`src/sv/fpvs_pkg.sv`:
```
// ----------------------------------------------------------------------------
// fpvs_pkg
// Shared types and constants for the FM channel pitch/volume slide unit.
// ----------------------------------------------------------------------------
package fpvs_pkg;

  // Pitch format limits
  localparam logic [9:0] FNUM_MAX   = 10'h3FF;
  localparam logic [9:0] FNUM_LOW   = 10'h156;
  localparam logic [9:0] FNUM_HIGH  = 10'h2AE;
  localparam logic [9:0] FNUM_SHIFT = FNUM_HIGH - FNUM_LOW;
  localparam logic [2:0] BLOCK_MAX  = 3'd7;

  // Volume slide limits
  localparam logic [5:0] LEVEL_MAX  = 6'd63;
  localparam logic [7:0] VOL_SPLIT  = 8'd50;
  localparam logic [7:0] VOL_LIMIT  = 8'd100;

  // Operation codes
  typedef enum logic [2:0] {
    OP_LOAD_PITCH   = 3'd0,
    OP_SET_TARGET   = 3'd1,
    OP_SLIDE_BY     = 3'd2,
    OP_SLIDE_TARGET = 3'd3,
    OP_VOLUME_SLIDE = 3'd4,
    OP_SET_LEVEL    = 3'd5,
    OP_SLIDE_VOLUME = 3'd6,
    OP_UNUSED       = 3'd7
  } op_t;

  // Block plus F-number; packed so that a compare orders block first
  typedef struct packed {
    logic [2:0] block;
    logic [9:0] fnum;
  } pitch_t;

endpackage

```
`src/sv/fpvs_pitch.sv`:
```
// ----------------------------------------------------------------------------
// fpvs_pitch
// One signed F-number step with clamp and octave block carry/borrow.
// ----------------------------------------------------------------------------
module fpvs_pitch (
  input  fpvs_pkg::pitch_t    cur,
  input  logic signed [8:0]   delta,
  output fpvs_pkg::pitch_t    nxt
);

  logic signed [11:0] f_sum;
  logic [9:0]         f_clamp;

  // Add the step, range -256..1278
  assign f_sum = $signed({2'b00, cur.fnum}) + $signed({{3{delta[8]}}, delta});

  // Clamp to 0..1023
  always_comb begin
    if (f_sum[11]) begin
      f_clamp = '0;
    end else if (f_sum[10]) begin
      f_clamp = fpvs_pkg::FNUM_MAX;
    end else begin
      f_clamp = f_sum[9:0];
    end
  end

  // Move the block when the F-number leaves the octave window
  always_comb begin
    nxt.block = cur.block;
    nxt.fnum  = f_clamp;
    if (f_clamp < fpvs_pkg::FNUM_LOW) begin
      if (cur.block != 3'd0) begin
        nxt.block = cur.block - 3'd1;
        nxt.fnum  = f_clamp + fpvs_pkg::FNUM_SHIFT;
      end
    end else if (f_clamp > fpvs_pkg::FNUM_HIGH) begin
      if (cur.block != fpvs_pkg::BLOCK_MAX) begin
        nxt.block = cur.block + 3'd1;
        nxt.fnum  = f_clamp - fpvs_pkg::FNUM_SHIFT;
      end
    end
  end

endmodule

```
`src/sv/fpvs_level.sv`:
```
// ----------------------------------------------------------------------------
// fpvs_level
// Volume slide: saturating add or subtract of the carrier level by code.
// ----------------------------------------------------------------------------
module fpvs_level (
  input  logic [5:0] level,
  input  logic [7:0] code,
  output logic [5:0] level_nxt
);

  logic [6:0] up_sum;
  logic [7:0] down_full;
  logic [5:0] down_amt;

  assign up_sum    = {1'b0, level} + {1'b0, code[5:0]};
  assign down_full = code - fpvs_pkg::VOL_SPLIT;
  assign down_amt  = down_full[5:0];

  // Codes 1..49 go up, 51..99 go down by code minus 50, others hold
  always_comb begin
    level_nxt = level;
    if (code inside {[8'd1 : fpvs_pkg::VOL_SPLIT - 8'd1]}) begin
      level_nxt = up_sum[6] ? fpvs_pkg::LEVEL_MAX : up_sum[5:0];
    end else if (code inside {[fpvs_pkg::VOL_SPLIT + 8'd1 : fpvs_pkg::VOL_LIMIT - 8'd1]}) begin
      level_nxt = (down_amt >= level) ? 6'd0 : level - down_amt;
    end
  end

endmodule

```
`src/sv/fm_channel_pitch_volume_slide.sv`:
```
// ----------------------------------------------------------------------------
// fm_channel_pitch_volume_slide
// Timing: the start beat passes through the input register, then the result register raises out_valid.
// Throughput: one item per cycle; busy is never raised, the channel state is
// updated in the same edge that loads the result register.
// Reset: synchronous active-low rst_n clears all channel state and strobes.
// ----------------------------------------------------------------------------
module fm_channel_pitch_volume_slide #(
  parameter int NUM_CHANNELS = 9
) (
  input  logic              clk,
  input  logic              rst_n,
  // Command channel
  input  logic              start,
  output logic              busy,
  input  logic [2:0]        in_operation,
  input  logic [3:0]        in_chan,
  input  logic signed [8:0] in_slide_amount,
  input  logic [7:0]        in_volume_step,
  input  logic [2:0]        in_block_value,
  input  logic [9:0]        in_fnumber_value,
  input  logic [5:0]        in_level_value,
  input  logic [7:0]        in_speed_value,
  // Result channel
  output logic              out_valid,
  output logic [3:0]        out_chan_out,
  output logic [2:0]        out_block_out,
  output logic [9:0]        out_fnumber_out,
  output logic [5:0]        out_level_out
);

  localparam int         IDX_W = (NUM_CHANNELS > 1) ? $clog2(NUM_CHANNELS) : 1;
  localparam logic [4:0] NCH   = NUM_CHANNELS[4:0];

  // Input register
  logic              in_valid_r;
  fpvs_pkg::op_t     op_r;
  logic [3:0]        chan_r;
  logic signed [8:0] amount_r;
  logic [7:0]        vstep_r;
  logic [2:0]        bval_r;
  logic [9:0]        fval_r;
  logic [5:0]        lval_r;
  logic [7:0]        sval_r;

  // Per-channel state
  logic [2:0] chan_block_r     [NUM_CHANNELS];
  logic [9:0] chan_fnumber_r   [NUM_CHANNELS];
  logic [5:0] chan_level_r     [NUM_CHANNELS];
  logic [2:0] target_block_r   [NUM_CHANNELS];
  logic [9:0] target_fnumber_r [NUM_CHANNELS];
  logic [7:0] slide_rate_r     [NUM_CHANNELS];

  // Result register
  logic       out_valid_r;
  logic [3:0] out_chan_r;
  logic [2:0] out_block_r;
  logic [9:0] out_fnumber_r;
  logic [5:0] out_level_r;

  logic                 in_range;
  logic [IDX_W-1:0]     idx;
  fpvs_pkg::pitch_t     cur_pitch;
  fpvs_pkg::pitch_t     tgt_pitch;
  fpvs_pkg::pitch_t     step_pitch;
  fpvs_pkg::pitch_t     slid_pitch;
  fpvs_pkg::pitch_t     pitch_nxt;
  logic [7:0]           cur_rate;
  logic [5:0]           cur_level;
  logic [5:0]           vol_level;
  logic [5:0]           level_nxt;
  logic                 slide_up;
  logic                 slide_down;
  logic signed [8:0]    delta;
  logic                 wr_en;
  logic                 tgt_wr;

  assign busy = 1'b0;

  // Capture the command beat
  always_ff @(posedge clk) begin
    if (!rst_n) begin
      in_valid_r <= 1'b0;
    end else begin
      in_valid_r <= start && !busy;
    end
  end

  always_ff @(posedge clk) begin
    op_r     <= fpvs_pkg::op_t'(in_operation);
    chan_r   <= in_chan;
    amount_r <= in_slide_amount;
    vstep_r  <= in_volume_step;
    bval_r   <= in_block_value;
    fval_r   <= in_fnumber_value;
    lval_r   <= in_level_value;
    sval_r   <= in_speed_value;
  end

  // Channel state read
  assign in_range = {1'b0, chan_r} < NCH;
  assign idx      = chan_r[IDX_W-1:0];

  always_comb begin
    cur_pitch = '0;
    tgt_pitch = '0;
    cur_rate  = '0;
    cur_level = '0;
    if (in_range) begin
      cur_pitch.block = chan_block_r[idx];
      cur_pitch.fnum  = chan_fnumber_r[idx];
      tgt_pitch.block = target_block_r[idx];
      tgt_pitch.fnum  = target_fnumber_r[idx];
      cur_rate        = slide_rate_r[idx];
      cur_level       = chan_level_r[idx];
    end
  end

  // Slide direction and step size
  assign slide_up   = cur_pitch < tgt_pitch;
  assign slide_down = cur_pitch > tgt_pitch;

  always_comb begin
    if (op_r == fpvs_pkg::OP_SLIDE_BY) begin
      delta = amount_r;
    end else if (slide_up) begin
      delta = $signed({1'b0, cur_rate});
    end else begin
      delta = -$signed({1'b0, cur_rate});
    end
  end

  fpvs_pitch u_pitch (
    .cur   (cur_pitch),
    .delta (delta),
    .nxt   (step_pitch)
  );

  fpvs_level u_level (
    .level     (cur_level),
    .code      (vstep_r),
    .level_nxt (vol_level)
  );

  // Slide toward target, snapping on reach or overshoot
  always_comb begin
    if ((slide_up && step_pitch >= tgt_pitch) || (slide_down && step_pitch <= tgt_pitch)) begin
      slid_pitch = tgt_pitch;
    end else if (slide_up || slide_down) begin
      slid_pitch = step_pitch;
    end else begin
      slid_pitch = cur_pitch;
    end
  end

  // Operation decode
  always_comb begin
    pitch_nxt = cur_pitch;
    level_nxt = cur_level;
    tgt_wr    = 1'b0;
    case (op_r)
      fpvs_pkg::OP_LOAD_PITCH: begin
        pitch_nxt.block = bval_r;
        pitch_nxt.fnum  = fval_r;
      end
      fpvs_pkg::OP_SET_TARGET: begin
        tgt_wr = 1'b1;
      end
      fpvs_pkg::OP_SLIDE_BY: begin
        pitch_nxt = step_pitch;
      end
      fpvs_pkg::OP_SLIDE_TARGET: begin
        pitch_nxt = slid_pitch;
      end
      fpvs_pkg::OP_VOLUME_SLIDE: begin
        level_nxt = vol_level;
      end
      fpvs_pkg::OP_SET_LEVEL: begin
        level_nxt = lval_r;
      end
      fpvs_pkg::OP_SLIDE_VOLUME: begin
        pitch_nxt = slid_pitch;
        level_nxt = vol_level;
      end
      default: begin
      end
    endcase
  end

  assign wr_en = in_valid_r && in_range;

  // Channel state update
  always_ff @(posedge clk) begin
    if (!rst_n) begin
      for (int i = 0; i < NUM_CHANNELS; i++) begin
        chan_block_r[i]     <= '0;
        chan_fnumber_r[i]   <= '0;
        chan_level_r[i]     <= '0;
        target_block_r[i]   <= '0;
        target_fnumber_r[i] <= '0;
        slide_rate_r[i]     <= '0;
      end
    end else if (wr_en) begin
      chan_block_r[idx]   <= pitch_nxt.block;
      chan_fnumber_r[idx] <= pitch_nxt.fnum;
      chan_level_r[idx]   <= level_nxt;
      if (tgt_wr) begin
        target_block_r[idx]   <= bval_r;
        target_fnumber_r[idx] <= fval_r;
        slide_rate_r[idx]     <= sval_r;
      end
    end
  end

  // Result register
  always_ff @(posedge clk) begin
    if (!rst_n) begin
      out_valid_r <= 1'b0;
    end else begin
      out_valid_r <= in_valid_r;
    end
  end

  // Channels past the last one report zeros
  always_ff @(posedge clk) begin
    out_chan_r <= chan_r;
    if (in_range) begin
      out_block_r   <= pitch_nxt.block;
      out_fnumber_r <= pitch_nxt.fnum;
      out_level_r   <= level_nxt;
    end else begin
      out_block_r   <= '0;
      out_fnumber_r <= '0;
      out_level_r   <= '0;
    end
  end

  assign out_valid       = out_valid_r;
  assign out_chan_out    = out_chan_r;
  assign out_block_out   = out_block_r;
  assign out_fnumber_out = out_fnumber_r;
  assign out_level_out   = out_level_r;

`ifndef SYNTHESIS
  // Every result strobe follows a command beat, through the input and result registers
  a_strobe_follows_beat: assert property (@(posedge clk) disable iff (!rst_n)
    out_valid |-> $past(start && !busy, 2))
    else $error("result strobe without a command beat");

  // Result carries the channel of its own command beat
  a_chan_matches: assert property (@(posedge clk) disable iff (!rst_n)
    out_valid |-> out_chan_out == $past(in_chan, 2))
    else $error("result channel does not match command");

  // Out-of-range channel reports zeros
  a_bad_chan_zero: assert property (@(posedge clk) disable iff (!rst_n)
    (out_valid && ({1'b0, out_chan_out} >= NCH)) |->
      (out_block_out == 3'd0 && out_fnumber_out == 10'd0 && out_level_out == 6'd0))
    else $error("out-of-range channel reported non-zero pitch or level");
`endif

endmodule
```
`config.mk`:
```
export PLATFORM = sky130hd
export DESIGN_NAME = fm_channel_pitch_volume_slide
export DESIGN_NICKNAME = d
export VERILOG_FILES = /design/src/sv/fpvs_pkg.sv /design/src/sv/fpvs_pitch.sv /design/src/sv/fpvs_level.sv /design/src/sv/fm_channel_pitch_volume_slide.sv
export SDC_FILE = /design/constraint.sdc
export NUM_CORES = 1
export LEC_CHECK = 0
export ABC_AREA = 1
export BUFFER_PORTS_ARGS = -buffer_cell sky130_fd_sc_hd__buf_2
export CAP_MARGIN = 40
export CORE_AREA = 4 4 324 326
export DETAILED_ROUTE_END_ITERATION = 8
export DIE_AREA = 0 0 328 330
export MAX_ROUTING_LAYER = met4
export PLACE_DENSITY = 0.51
export REMOVE_ABC_BUFFERS = 1
export SYNTH_ARGS = -nofsm -noshare
export SYNTH_HDL_FRONTEND = slang
export SYNTH_SLANG_ARGS = --single-unit
```
`constraint.sdc`:
```
create_clock -name clk -period 23.7 [get_ports clk]
set_input_delay 2.37 -clock clk [delete_from_list [all_inputs] [get_ports clk]]
set_output_delay 2.37 -clock clk [all_outputs]
set_load 0.01 [all_outputs]
```
==> results summary <==
The flow ran to the end, and the final reports show no timing, DRC or antenna violations. The floorplan die height is 330 microns. In the layout the commonest cells are edfxtp_1 (480), nor2_1 (384), nand2_1 (355). The peak ir drop on the vdd network came out at 0.0560 mV. The data arrival time at the worst-slack endpoint came out at 12.45 ns.

The area of the mapped netlist is between 0.02 and 0.03 sq mm. The tightest hold margin is slightly above 0.4 ns. The overall power after layout came out at around 2.7 mW.

The die covers between 0.1 and 0.15 sq mm. The number of hold-repair buffers added at the cts stage is 0. The period utilization is between 50 and 60%.

The final-stage net count came out at 2647. TritonCTS built the clock tree. The half-perimeter wire length after placement is around 48000 microns. The worst setup path is launched from a flip-flop. The area taken by flip-flops and latches came out at 0.0159 sq mm.

The synthesized design contains 480 enable-type register cells. The area of the multi-input gates came out at 0.00846 sq mm. At the pin with the least slew margin, the transition time is 0.935 ns. The number of global-route vias before repair was ~18000.

The cell-internal power is 1.90 mW. The aggregate routed wire length came out at approximately 75000 microns. The number of library cell types mapped by synthesis came out at 55. The cell that appears most often on the critical path is nand2_1. In this run the remaining antenna-violating nets after routing total 0. Setup repair after global routing left no endpoint under its margin.

The most used flip-flop cell after synthesis is edfxtp_1. The ratio of cells with drive above 1 in the final layout is 13.5%. The maximum clock rate is about 0.083 GHz. The share of total power dissipated in combinational logic is 22.2%. Buffers placed on the I/O ports in this run total 77.

The total global routing overflow is 0. After the first detailed-routing iteration, the DRC count stood at 1399. The number of optimization iterations in the first detailed-route pass is 6. The largest stage delay on the critical path came out at 0.71 ns. In this run, CTS created clock tree buffers numbering roughly 60. The switching power as a share of total power is a little under a third. Once placement completed, the tool counted placed cells totaling 3839. The clock reaches the later pin of the worst-skew pair after 0.63 ns. The share of synthesized registers carrying an async set or reset is 0%. The post-cts repair resize count came out at 0. The global-route usage over all layers is roughly 14%.

The vias after detailed routing is 17944. The remaining routing DRC violations came out at 0. The sum of negative setup slack came out at 0 ns. The region available for standard cell placement spans 0.102 sq mm. The minimum clock period after layout came out at ~12 ns. The number of cells produced by synthesis is around 2300.

The number of max-slew violations in the final report is 0. The clock sink count came out at 556. The path class of the tightest hold or removal check is reg -> reg. After clock tree synthesis, the setup repair step added 0 buffers. The count of maximum capacitance violations came out at 0. Counting flops and latches in the post-synthesis netlist gives 556. The critical path is of the reg -> reg type. Entering global routing, the biggest net connects 63 pins. Data on the critical path is required at its endpoint by 24.17 ns. Among cell families on the critical path, the largest total delay comes from simple AND/OR/NAND/NOR gates.

Among all stages on the critical path, the largest delay is contributed by nor2_1. The clock slew seen by the registers of the worst setup and hold paths is 0.06 ns. The biggest fanout along the worst timing path came out at 62. The growth of design area from synthesis to finish is 18.4%. Headroom to the max-slew limit came out at 37.4%.

0 antenna diodes ended up in the layout. The number of antenna violations at the first check in global routing is 2. The layout has 10577 filler cells. The number of hold-slack violations in the final timing report was 0. The H-tree depth came out at 2.

The wire length per cell is 19.1 microns. The worst clock skew is between 0.015 and 0.02 ns. The number of buffers and inverters on the critical path is 11. Measured along the x axis, the die boundary spans 328 microns. The leading cell type in the layout, fill and taps excluded is edfxtp_1.

The sequential fraction of design power came out at 41.7%. The number of placement rows is 117. The final weighted congestion in routability-driven placement is 0.904. The count of warnings emitted by yosys is 0. The initial standard-cell utilization of the core came out at around 25%. The root cell of the clock tree is clkbuf_16. The reported leakage power is around 12 nW. The fraction of the yosys area taken by sequential cells is a little over three fifths. STA classifies the critical path endpoint as a flip-flop. The first global-routing pass estimated around 110000 microns of wire. The areal power density over the cells came out at approximately 90 mW/mm^2. Averaged over all synthesized cells, the footprint is 10.8 sq um. During I/O placement, the number of pins put on the boundary was just under 80. The number of buffers on the longest clock path came out at 3. The clock network fraction of design power came out at 36.1%.

The count of cells in the finished layout, fillers not included, comes to 3954. The setup-violating endpoint count in the final report is 0. The switching power of the nets is 0.844 mW.

The via-per-instance ratio came out at 4.54.
## layout make-up
type,instances,share of cell area [%]
repair buffers,140,3.53
multi-input cells,1600,28.2
clock buffers,76,5.59
inverters,176,2.24
clock inverters,38,1.46
well taps,1368,5.72
flip-flops and latches,556,53.2
## state kept, by name (all words and copies together) (netlist names), 8 cells and up
signal,count
amount_r,9
chan_block_r,36
chan_fnumber_r,120
chan_level_r,72
fval_r,10
out_fnumber_out,10
slide_rate_r,96
sval_r,8
target_block_r,36
target_fnumber_r,120
vstep_r,8
## layer usage
metal | global-route usage [%] | vias up | part of all wire [%]
met5 | - | - | 0
met4 | 3.28 | 0 | 1.9
met3 | 2.09 | 90 | 5.9
met2 | 22.5 | 529 | 47
met1 | 19.1 | 8835 | 45
li1 | - | 8490 | -
## per-stage QoR
| stage | area [sq um] | utilization [%] | setup slack, ns |
|---|---|---|---|
| 2_1_floorplan | 25100 | - | 14.36 |
| 3_3_place_gp | 27500 | 27.0 | 11.62 |
| 3_5_place_dp | 27800 | 27.4 | 11.75 |
| 4_1_cts | 29900 | 29.4 | 11.68 |
| 5_1_grt | 29900 | 29.4 | 10.65 |
| 6_report | 29900 | 29.4 | 11.72 |
## cell families (layout without fill, tap and decap cells)
group | after synthesis | after routing | synth area share, %
simple gates | 927 | 927 | 15.6
flops | 556 | 556 | 63.0
compound gates | 465 | 465 | 12.1
buf+inv | 313 | 430 | 5.37
fa+ha+maj | 58 | 58 | 2.96
xor+xnor | 29 | 29 | 1.00
other cells | 1 | 121 | 0.0148
## Yosys cell counts, types with 5 or more instances
cell type	n	area share, %
a21oi_1	144	2.8
buf_1	24	0.36
a21boi_0	6	0.18
buf_4	19	0.56
o21ai_1	5	0.099
clkinv_1	26	0.39
ha_1	55	2.7
o211ai_1	16	0.47
o221ai_1	16	0.55
xor2_1	24	0.83
or3_1	19	0.47
nand2_2	18	0.45
o21ai_0	42	0.83
dfxtp_1	76	6.0
a22oi_1	205	6.1
o31ai_1	13	0.39
buf_2	17	0.34
nand2_1	355	5.3
edfxtp_1	480	57
nor3_1	18	0.36
and2_1	5	0.12
inv_2	22	0.33
nand3_1	52	1.0
nand4_1	11	0.27
clkbuf_1	66	0.98
inv_1	127	1.9
nor2_2	45	1.1
xnor2_1	5	0.17
nor2_1	384	5.7
buf_6	10	0.45
## path summary, 6_finish.rpt
check,start,endpoint,slack [ns],cells past startpoint
max,chan_r[1]$_DFF_P_,chan_fnumber_r[6][0]$_SDFFCE_PN0P_,11.72,57
min,chan_r[2]$_DFF_P_,out_chan_out[2]$_DFF_P_,0.41,0
max reg2reg,chan_r[1]$_DFF_P_,chan_fnumber_r[6][0]$_SDFFCE_PN0P_,11.72,57
min reg2reg,chan_r[2]$_DFF_P_,out_chan_out[2]$_DFF_P_,0.41,0
## power groups by stage
stage                     registers [mW]  clock network, mW  logic [mW]
after global routing                1.15               1.06       0.678
after floorplan                     1.16                  0       0.407
final                               1.15              0.992       0.609
after detailed placement            1.17                  0       0.602
after global placement              1.17                  0       0.597
after CTS                           1.15               1.02       0.605
(Power assumes the default switching activity.)
